--- src/design/assert_macros.svh ---
// Assertion macros shared by the priority queue RTL.
// Define ASSERT_OFF to compile the checks out.
`ifndef ASSERT_MACROS_SVH
`define ASSERT_MACROS_SVH
`ifndef ASSERT_OFF
// expr must hold at every clock edge outside reset
`define ASSERT_ALWAYS(label, clk, rst, expr) \
   label: assert property (@(posedge clk) disable iff (rst) (expr)) \
      else $error("assertion failed");
// cons must hold in the cycle after ante
`define ASSERT_NEXT(label, clk, rst, ante, cons) \
   label: assert property (@(posedge clk) disable iff (rst) (ante) |=> (cons)) \
      else $error("assertion failed");
`else
`define ASSERT_ALWAYS(label, clk, rst, expr)
`define ASSERT_NEXT(label, clk, rst, ante, cons)
`endif
`endif

--- src/design/spq_pkg.sv ---
// Types and codes for the stable priority queue.
// No dependencies; used by spq_cell and stable_priority_queue.
`timescale 1ns / 1ps
package spq_pkg;

   typedef struct packed {
      logic [15:0] tag;
      logic [7:0]  level;
      logic [7:0]  prio;
   } entry_type;

   // request kinds carried on req_tuser
   localparam logic OP_INSERT = 1'b0;
   localparam logic OP_REMOVE = 1'b1;

   typedef enum logic [1:0] {
      ST_INSERTED = 2'd0,
      ST_REMOVED  = 2'd1,
      ST_EMPTY    = 2'd2,
      ST_FULL     = 2'd3
   } status_type;

   // broadcast to every cell of the row
   typedef struct packed {
      logic      insert;
      logic      remove;
      entry_type new_entry;
   } cell_ctrl_type;

endpackage

--- src/design/spq_cell.sv ---
// One slot of the sorted row: compare against the new entry and shift.
// Depends on spq_pkg.
`timescale 1ns / 1ps
module spq_cell (
   input  logic                  clock,
   input  spq_pkg::cell_ctrl_type ctrl,
   input  logic                  occupied,
   input  logic                  left_take,
   input  spq_pkg::entry_type    left_entry,
   input  spq_pkg::entry_type    right_entry,
   output spq_pkg::entry_type    entry,
   output logic                  take
);

   spq_pkg::entry_type entry_ff, entry_in;

   // this slot stays ahead of the new entry (ties keep arrival order)
   assign take  = occupied && (entry_ff.prio <= ctrl.new_entry.prio);
   assign entry = entry_ff;

   always_comb begin
      entry_in = entry_ff;
      if (ctrl.insert) begin
         if (!take) begin
            // first slot past the insert point gets the new item
            entry_in = left_take ? ctrl.new_entry : left_entry;
         end
      end else if (ctrl.remove) begin
         entry_in = right_entry;
      end
   end

   always_ff @(posedge clock) begin
      entry_ff <= entry_in;
   end

endmodule

--- src/design/stable_priority_queue.sv ---
// Top level of the stable priority queue: a row of spq_cell slots plus
// fill count and result register. Depends on spq_pkg, spq_cell, assert_macros.svh.
//
//  channel | dir | tdata                                  | tuser
//  req     | in  | tag[15:0] level[23:16] priority[31:24] | opcode[0]
//  rsp     | out | tag[15:0] level[23:16] occupancy[28:24]| status[1:0]
//
// One item per cycle unless a result stalls: every slot compares and shifts in
// parallel in the accept cycle, and the result appears in the output register
// next cycle. A stalled result holds req_tready low only while it is not taken.
// Synchronous reset empties the queue at once; slot contents are not cleared.
`timescale 1ns / 1ps
`include "assert_macros.svh"
module stable_priority_queue #(
   parameter int QUEUE_DEPTH = 16
) (
   input  logic        clock,
   input  logic        reset,
   input  logic        req_tvalid,
   output logic        req_tready,
   input  logic [31:0] req_tdata,   // tag[15:0], level[23:16], priority[31:24]
   input  logic        req_tuser,   // opcode[0]
   output logic        rsp_tvalid,
   input  logic        rsp_tready,
   output logic [31:0] rsp_tdata,   // out_tag[15:0], out_level[23:16], occupancy[28:24]
   output logic [1:0]  rsp_tuser    // status[1:0]
);

   localparam int CW = $clog2(QUEUE_DEPTH + 1);
   localparam logic [CW-1:0] DEPTH_C = CW'(QUEUE_DEPTH);

   logic [CW-1:0] count_ff, count_in;
   logic          rsp_valid_ff, rsp_valid_in;
   spq_pkg::status_type status_ff, status_in;
   logic [15:0]   tag_ff, tag_in;
   logic [7:0]    level_ff, level_in;
   logic [4:0]    occ_ff, occ_in;

   logic req_fire, is_insert, full, empty;
   spq_pkg::cell_ctrl_type ctrl;
   spq_pkg::entry_type cell_entry [QUEUE_DEPTH];
   logic               cell_take  [QUEUE_DEPTH];

   assign req_tready = !rsp_valid_ff || rsp_tready;
   assign req_fire   = req_tvalid && req_tready;
   assign is_insert  = (req_tuser == spq_pkg::OP_INSERT);
   assign full       = (count_ff == DEPTH_C);
   assign empty      = (count_ff == '0);

   // broadcast command to the row
   always_comb begin
      ctrl.insert           = req_fire && is_insert && !full;
      ctrl.remove           = req_fire && !is_insert && !empty;
      ctrl.new_entry.tag    = req_tdata[15:0];
      ctrl.new_entry.level  = req_tdata[23:16];
      ctrl.new_entry.prio   = req_tdata[31:24];
   end

   // row of slots, head at index 0
   for (genvar i = 0; i < QUEUE_DEPTH; i++) begin : g_cell
      logic               occ;
      logic               ltake;
      spq_pkg::entry_type lent, rent;
      assign occ = (CW'(i) < count_ff);
      if (i == 0) begin : g_head
         assign ltake = 1'b1;
         assign lent  = cell_entry[0];
      end else begin : g_mid
         assign ltake = cell_take[i-1];
         assign lent  = cell_entry[i-1];
      end
      if (i == QUEUE_DEPTH - 1) begin : g_tail
         assign rent = cell_entry[i];
      end else begin : g_body
         assign rent = cell_entry[i+1];
      end
      spq_cell u_cell (
         .clock       (clock),
         .ctrl        (ctrl),
         .occupied    (occ),
         .left_take   (ltake),
         .left_entry  (lent),
         .right_entry (rent),
         .entry       (cell_entry[i]),
         .take        (cell_take[i])
      );
   end

   // count and result register
   always_comb begin
      count_in     = count_ff;
      rsp_valid_in = rsp_valid_ff;
      status_in    = status_ff;
      tag_in       = tag_ff;
      level_in     = level_ff;
      occ_in       = occ_ff;
      if (rsp_valid_ff && rsp_tready) begin
         rsp_valid_in = 1'b0;
      end
      if (req_fire) begin
         rsp_valid_in = 1'b1;
         tag_in       = '0;
         level_in     = '0;
         if (ctrl.insert) begin
            count_in  = count_ff + 1'b1;
            status_in = spq_pkg::ST_INSERTED;
         end else if (ctrl.remove) begin
            count_in  = count_ff - 1'b1;
            status_in = spq_pkg::ST_REMOVED;
            tag_in    = cell_entry[0].tag;
            level_in  = cell_entry[0].level;
         end else if (is_insert) begin
            status_in = spq_pkg::ST_FULL;
         end else begin
            status_in = spq_pkg::ST_EMPTY;
         end
         occ_in = 5'(count_in);
      end
   end

   always_ff @(posedge clock) begin
      if (reset) begin
         count_ff     <= '0;
         rsp_valid_ff <= 1'b0;
      end else begin
         count_ff     <= count_in;
         rsp_valid_ff <= rsp_valid_in;
      end
      status_ff <= status_in;
      tag_ff    <= tag_in;
      level_ff  <= level_in;
      occ_ff    <= occ_in;
   end

   assign rsp_tvalid = rsp_valid_ff;
   assign rsp_tuser  = status_ff;
   assign rsp_tdata  = {3'b000, occ_ff, level_ff, tag_ff};

   // checks
   `ASSERT_ALWAYS(a_count_bound, clock, reset, count_ff <= DEPTH_C)
   `ASSERT_NEXT(a_insert_count, clock, reset, ctrl.insert, count_ff == CW'($past(count_ff) + 1'b1))
   `ASSERT_ALWAYS(a_occ_tracks, clock, reset, !rsp_valid_ff || occ_ff == 5'(count_ff))
   `ASSERT_ALWAYS(a_full_status, clock, reset, !rsp_valid_ff || status_ff != spq_pkg::ST_FULL || full)

endmodule
--- config.mk ---
export PLATFORM = sky130hd
export DESIGN_NAME = stable_priority_queue
export DESIGN_NICKNAME = d
export VERILOG_FILES = /design/src/design/spq_pkg.sv /design/src/design/spq_cell.sv /design/src/design/stable_priority_queue.sv
export VERILOG_INCLUDE_DIRS = /design/src /design/src/design
export SDC_FILE = /design/constraint.sdc
export NUM_CORES = 1
export LEC_CHECK = 0
export BUFFER_PORTS_ARGS = -buffer_cell sky130_fd_sc_hd__buf_2
export CAP_MARGIN = 15
export CORE_MARGIN = 8
export CORE_UTILIZATION = 58
export DETAILED_ROUTE_END_ITERATION = 16
export GPL_TIMING_DRIVEN = 0
export MAX_ROUTING_LAYER = met4
export PLACE_DENSITY_LB_ADDON = 0.3
export SLEW_MARGIN = 20
export SYNTH_ARGS = -nofsm -noshare
export SYNTH_HDL_FRONTEND = slang
export SYNTH_HIERARCHICAL = 1
export SYNTH_SLANG_ARGS = --single-unit
--- constraint.sdc ---
create_clock -name clock -period 6 [get_ports clock]
set_input_delay 1.5 -clock clock [delete_from_list [all_inputs] [get_ports clock]]
set_output_delay 1.5 -clock clock [all_outputs]
set_load 0.01 [all_outputs]
==> results of run 1 <==
==> sequential cells by signal, indices dropped and copies added, names as in the netlist <==
signal,flops
rsp_tvalid,1
tag_ff,16
occ_ff,5
count_ff,5
rsp_tuser,2
g_cell.u_cell/entry,512
level_ff,8
==> routing by layer <==
layer,global-route usage,vias up,wire (um),share of wire
li1,-,10800,-,-
met1,0.279,10500,30800,0.43
met2,0.397,549,35400,0.50
met3,0.0223,130,3170,0.044
met4,0.0725,0,2040,0.029
met5,-,-,0,0
==> metrics by stage <==
step / worst slack [ns] / power, W / cells / area [sq um]
5_1_grt: 1.79 / 0.0122 / 3787 / 35300
6_report: 2.02 / 0.0117 / 3787 / 35300
3_5_place_dp: 1.78 / 0.00810 / 3676 / 33400
2_1_floorplan: 0.0214 / 0.00734 / 2900 / 32100
3_3_place_gp: -2.40 / 0.00794 / 3672 / 33300
4_1_cts: 2.06 / 0.0117 / 3785 / 35300
==> power groups by stage <==
stage,Clock [W],Combinational [W],Sequential [W]
after CTS,0.00368,0.00272,0.00531
final,0.00361,0.00274,0.00531
after global routing,0.00382,0.00300,0.00537
after global placement,0,0.00258,0.00536
after detailed placement,0,0.00272,0.00538
after floorplan,0,0.00206,0.00528
==> critical path, delay by kind of cell (launching register included) <==
kind                     cells  cell delay [ns]
AO/OA/AOI/OAI                2             0.85
adder cells (fa/ha/maj)      1             0.28
buffers and inverters        4             1.33
flip-flops                   1             0.36
AND/OR/NAND/NOR              3             0.71
==> layout make-up <==
class / instances / area [sq um]
fill: 4205 / 19600
sequential: 549 / 16400
multi-input combinational: 2028 / 13400
buffer: 188 / 1760
clock buffer: 67 / 1490
tap: 704 / 881
inverter: 135 / 507
clock inverter: 42 / 435
timing repair buffer: 72 / 389
antenna: 2 / 5.00
==> how the worst max path moves through the flow <==
stage,startpoint,endpoint,cells after the start
4_1_cts,count_ff[0]$_SDFFE_PP0N_,g_cell[10].u_cell/entry[16]$_DFFE_PP_,10
3_5_place_dp,req_tuser,g_cell[4].u_cell/entry[27]$_DFFE_PP_,8
3_3_place_gp,req_tuser,g_cell[0].u_cell/entry[26]$_DFFE_PP_,6
6_report,count_ff[0]$_SDFFE_PP0N_,g_cell[10].u_cell/entry[24]$_DFFE_PP_,10
2_1_floorplan,rsp_tready,g_cell[15].u_cell/entry[0]$_DFFE_PP_,6
5_1_grt,count_ff[0]$_SDFFE_PP0N_,g_cell[13].u_cell/entry[15]$_DFFE_PP_,10
==> metrics.md, run 1 <==
| Metric | Value |
|---|---|
| Required time of the critical path | `6.24 ns` |
| WL/cell | `18.8 um` |
| Vias per std cell | `5.80` |
| Fin crit period | `3.98 ns` |
| Pwr/cell area | `330 nW/um^2` |
| Logic pwr share | `0.235` |
| CP Launch Type | `flip-flop` |
| 1st-iter DRT viols | `1411` |
| Die X | `251 um` |
| Die ar. | `63100 sq um` |
| Hold path startpoint | `g_cell[8].u_cell/entry[12]$_DFFE_PP_` |
| RSZ-0062 raised after global routing | `no` |
| Num CTS Buffers | `58` |
| Worst reg-to-reg setup slack | `2.02 ns` |
| GRT Total Usage | `0.228` |
| Post-CTS resize count | `0` |
| Clock Latency Late Sink | `0.63 ns` |
| Initial antenna violation count | `2` |
| Core Area | `54900 sq um` |
| Setup TNS | `0 ns` |
| Vias in the first global route | `22400` |
| Yosys warning count | `6` |
| Area added between synthesis and finish | `10.1%` |
| # DRC | `0` |
| GPL Wtd Cong | `0.870` |
| Longest Clk Path Bufs | `3` |
| Slowest stage delay, CP | `0.65 ns` |
| Total clock sinks | `549` |
| Initial core utilization | `0.584` |
| Setup Buffers After CTS | `0` |
| Largest net degree at the start of global routing | `33` |
| Root cell of the clock tree | `clkbuf_16` |
| Layout Utilization | `0.643` |
| Final-report setup violation count | `0` |
| Int Pwr | `0.00823 W` |
| Cts hold-fix bufs | `0` |
| Max Cap Viol | `0` |
| Commonest non-fill, non-tap cell in the layout | `a21oi_1` |
| VDD IR-drop max | `0.260 mV` |
| Syn Inst Count | `2898` |
| CP Capture Type | `flip-flop` |
| Clock Power Share | `0.310` |
| Status | `completed` |
| Die Ht | `251 um` |
| Final-report hold violation count | `0` |
| R2r worst-path depth | `10` |
| Fin nets | `3201` |
| Least-Margin Pin Slew | `0.812 ns` |
| Leakage power | `12.8 nW` |
| Mapped Avg Cell Area | `11.1 sq um` |
| Worst R2R End | `g_cell[10].u_cell/entry[24]$_DFFE_PP_` |
| Total gr overflow | `0` |
| HPWL Detailed | `56000 um` |
| Worst path cell trace | `clkbuf_1 -> inv_1 -> ha_1 -> nor4b_2 -> nor3_2 -> buf_6 -> buf_2 -> nor2_1 -> a31oi_1 -> o21a_2` |
| FP Rows | `86` |
| Worst-path clk slew | `0.06 ns` |
| Net Sw Power | `0.00343 W` |
| Max-slew violations | `0` |
| Worst slew margin | `0.456` |
| Post-Route WL | `71400 um` |
| Hold path depth | `2` |
| # H-tree levels | `2` |
| Global-route wire length before repair | `115000 um` |
| Flop pwr share | `0.455` |
| Final ANT Viol Nets | `0` |
| Worst hold slack | `0.580 ns` |
| Cell Area, Synth | `32100 sq um` |
| Layout cells sized above 1 | `0.102` |
| Setup Crit Path Kind | `reg -> reg` |
| CTS tree | `done` |
| Port Buffers | `68` |
| Most frequent cells in the layout | `579 x a21oi_1, 554 x nor2_1, 543 x edfxtp_1, 513 x mux2i_1, 134 x inv_1` |
| Worst-path maximum fanout | `32` |
| Origin of the critical flop-to-flop path | `count_ff[0]$_SDFFE_PP0N_` |
| Worst hold path class | `reg -> reg` |
| Sw frac | `0.294` |
| Min-Delay Endpoint | `g_cell[7].u_cell/entry[12]$_DFFE_PP_` |
| Routed vias | `22000` |
| Period utilization | `0.663` |
| Fmax | `251 MHz` |
| Slowest library cell on the worst path | `o21a_2` |
| CP arrival | `4.22 ns` |
| Boundary pin count | `73` |
| DR pass1 iterations | `5` |
| Clk_skew | `0.0244 ns` |
Note: power is estimated with default switching activity, not from simulation.
==> inputs of run 2 (changes only) <==
Settings changed: CORE_UTILIZATION 58 to 60.
Clock period 6 ns to 3.7 ns, I/O delays scaled along.
==> metrics.md, run 2 (synthesis gave the netlist of run 1 again) <==
| Metric | Value |
|---|---|
| Status | `completed` |
| Max reg flops | `512` |
| Post-Route WL | `72100 um` |
| Die X | `247 um` |
| Net Sw Power | `0.00562 W` |
| Commonest non-fill, non-tap cell in the layout | `a21oi_1` |
| CP Launch Type | `flip-flop` |
| CP arrival | `3.66 ns` |
| GRT Total Usage | `0.236` |
| Setup Crit Path Kind | `reg -> reg` |
| Logic pwr share | `0.243` |
| Layout cells sized above 1 | `0.103` |
| Pwr/cell area | `527 nW/um^2` |
| Period utilization | `0.922` |
| Initial antenna violation count | `2` |
| Post-CTS resize count | `0` |
| Clock Power Share | `0.295` |
| Dpl cells | `3660` |
| Design Area, Final | `35300 sq um` |
| Max Cap Viol | `0` |
| CP Capture Type | `flip-flop` |
| Largest net degree at the start of global routing | `33` |
| GPL Wtd Cong | `0.848` |
| Total clock sinks | `549` |
| Clock Latency Late Sink | `0.65 ns` |
| Fin crit period | `3.41 ns` |
| HPWL Detailed | `55900 um` |
| Boundary pin count | `73` |
| CTS tree | `done` |
| Sw frac | `0.302` |
| Final-report hold violation count | `0` |
| Origin of the critical flop-to-flop path | `count_ff[0]$_SDFFE_PP0N_` |
| Placed inst area | `33500 sq um` |
| Post-route insts no fill | `3771` |
| Power, Total | `0.0186 W` |
| Hold path startpoint | `g_cell[10].u_cell/entry[10]$_DFFE_PP_` |
| VDD IR-drop max | `0.366 mV` |
| Most frequent cells in the layout | `579 x a21oi_1, 554 x nor2_1, 543 x edfxtp_1, 513 x mux2i_1, 134 x inv_1` |
| Int Pwr | `0.0130 W` |
| Worst slew margin | `0.483` |
| Longest Clk Path Bufs | `3` |
| Num CTS Buffers | `58` |
| Multi-input logic area | `13500 sq um` |
| Required time of the critical path | `3.95 ns` |
| WL/cell | `19.1 um` |
| Total gr overflow | `0` |
| # H-tree levels | `2` |
| DR pass1 iterations | `8` |
| Max-slew violations | `0` |
| Port Buffers | `68` |
| Core Area | `52700 sq um` |
| Fin nets | `3201` |
| Flop pwr share | `0.462` |
| Least-Margin Pin Slew | `0.768 ns` |
| Area added between synthesis and finish | `9.98%` |
| Register area | `16400 sq um` |
| 1st-iter DRT viols | `1457` |
| Worst hold path class | `reg -> reg` |
| Setup TNS | `0 ns` |
| Worst-path clk slew | `0.06 ns` |
| RSZ-0062 raised after global routing | `no` |
| Die ar. | `61100 sq um` |
| Routed vias | `22100` |
| Vias in the first global route | `22700` |
| Final-report setup violation count | `0` |
| Die Ht | `247 um` |
| Setup Buffers After CTS | `0` |
| Global-route wire length before repair | `115000 um` |
| Worst-path maximum fanout | `32` |
| FP Rows | `84` |
| Leakage power | `12.8 nW` |
| CP Launch Point | `count_ff[0]$_SDFFE_PP0N_` |
| Final ANT Viol Nets | `0` |
| Filler cells | `3959` |
| Vias per std cell | `5.87` |
| # DRC | `0` |
| Cts hold-fix bufs | `0` |
| Initial core utilization | `0.609` |
| Clk_skew | `0.0503 ns` |
| Root cell of the clock tree | `clkbuf_16` |
| Fmax | `293 MHz` |
run 2: changes by cell type in the layout (fill, tap and decap cells not counted), moves of 2 or more:
cell	before	now
clkinv_2	10	16
clkbuf_8	0	2
o21a_4	0	16
bufinv_16	8	2
o21a_2	16	0
clkinv_1	20	18
run 2: area by class of cell:
| cell class | instances | area share |
|---|---|---|
| flip-flops and latches | 549 | 0.466 |
| multi-input cells | 2028 | 0.383 |
| plain buffers | 188 | 0.0504 |
| clock buffers | 69 | 0.0423 |
| well taps | 688 | 0.0244 |
| inverters | 135 | 0.0144 |
| repair buffers | 72 | 0.0109 |
| clock inverters | 40 | 0.00827 |
| diodes | 2 | 0.000142 |
run 2: worst paths after layout:
| check | endpoint | slack (ns) | cells past startpoint |
|---|---|---|---|
| max reg2reg | g_cell[7].u_cell/entry[11]$_DFFE_PP_ | 0.29 | 10 |
| max | g_cell[7].u_cell/entry[11]$_DFFE_PP_ | 0.29 | 10 |
| min reg2reg | g_cell[9].u_cell/entry[10]$_DFFE_PP_ | 0.57 | 2 |
| min | g_cell[9].u_cell/entry[10]$_DFFE_PP_ | 0.57 | 2 |
run 2: power by group through the flow:
stage                     registers (W)  clock network (W)  logic, W
final                           0.00859            0.00548   0.00453
after global routing            0.00868            0.00581   0.00494
after CTS                       0.00858            0.00557   0.00448
after detailed placement        0.00870                  0   0.00447
after global placement          0.00865                  0   0.00425
after floorplan                 0.00855                  0   0.00339
run 2: per-stage QoR:
step	hold slack, ns	setup slack (ns)	util
after floorplan	0.548	-0.0979	-
after global placement	0.557	-1.51	0.635
after detailed placement	0.571	0.0469	0.636
after CTS	0.554	0.331	0.670
after global routing	0.591	0.115	0.670
final	0.566	0.288	0.670
run 2: critical path: stages, from the launching register on:
cell      delay, ns
dfxtp_2        0.35
clkbuf_8       0.16
inv_1          0.10
ha_2           0.23
nor4b_2        0.16
nor3_2         0.39
buf_6          0.24
buf_2          0.56
nor2_1         0.12
a31oi_1        0.23
o21a_4         0.46
run 2: per-layer routing:
metal / routed length [um] / share of wire / vias up / track usage
met1: 30700 / 0.43 / 10500 / 0.289
met4: 1930 / 0.027 / 0 / 0.0732
met5: 0 / 0 / - / -
met3: 3890 / 0.054 / 137 / 0.0309
li1: - / - / 10800 / -
met2: 35600 / 0.49 / 676 / 0.407
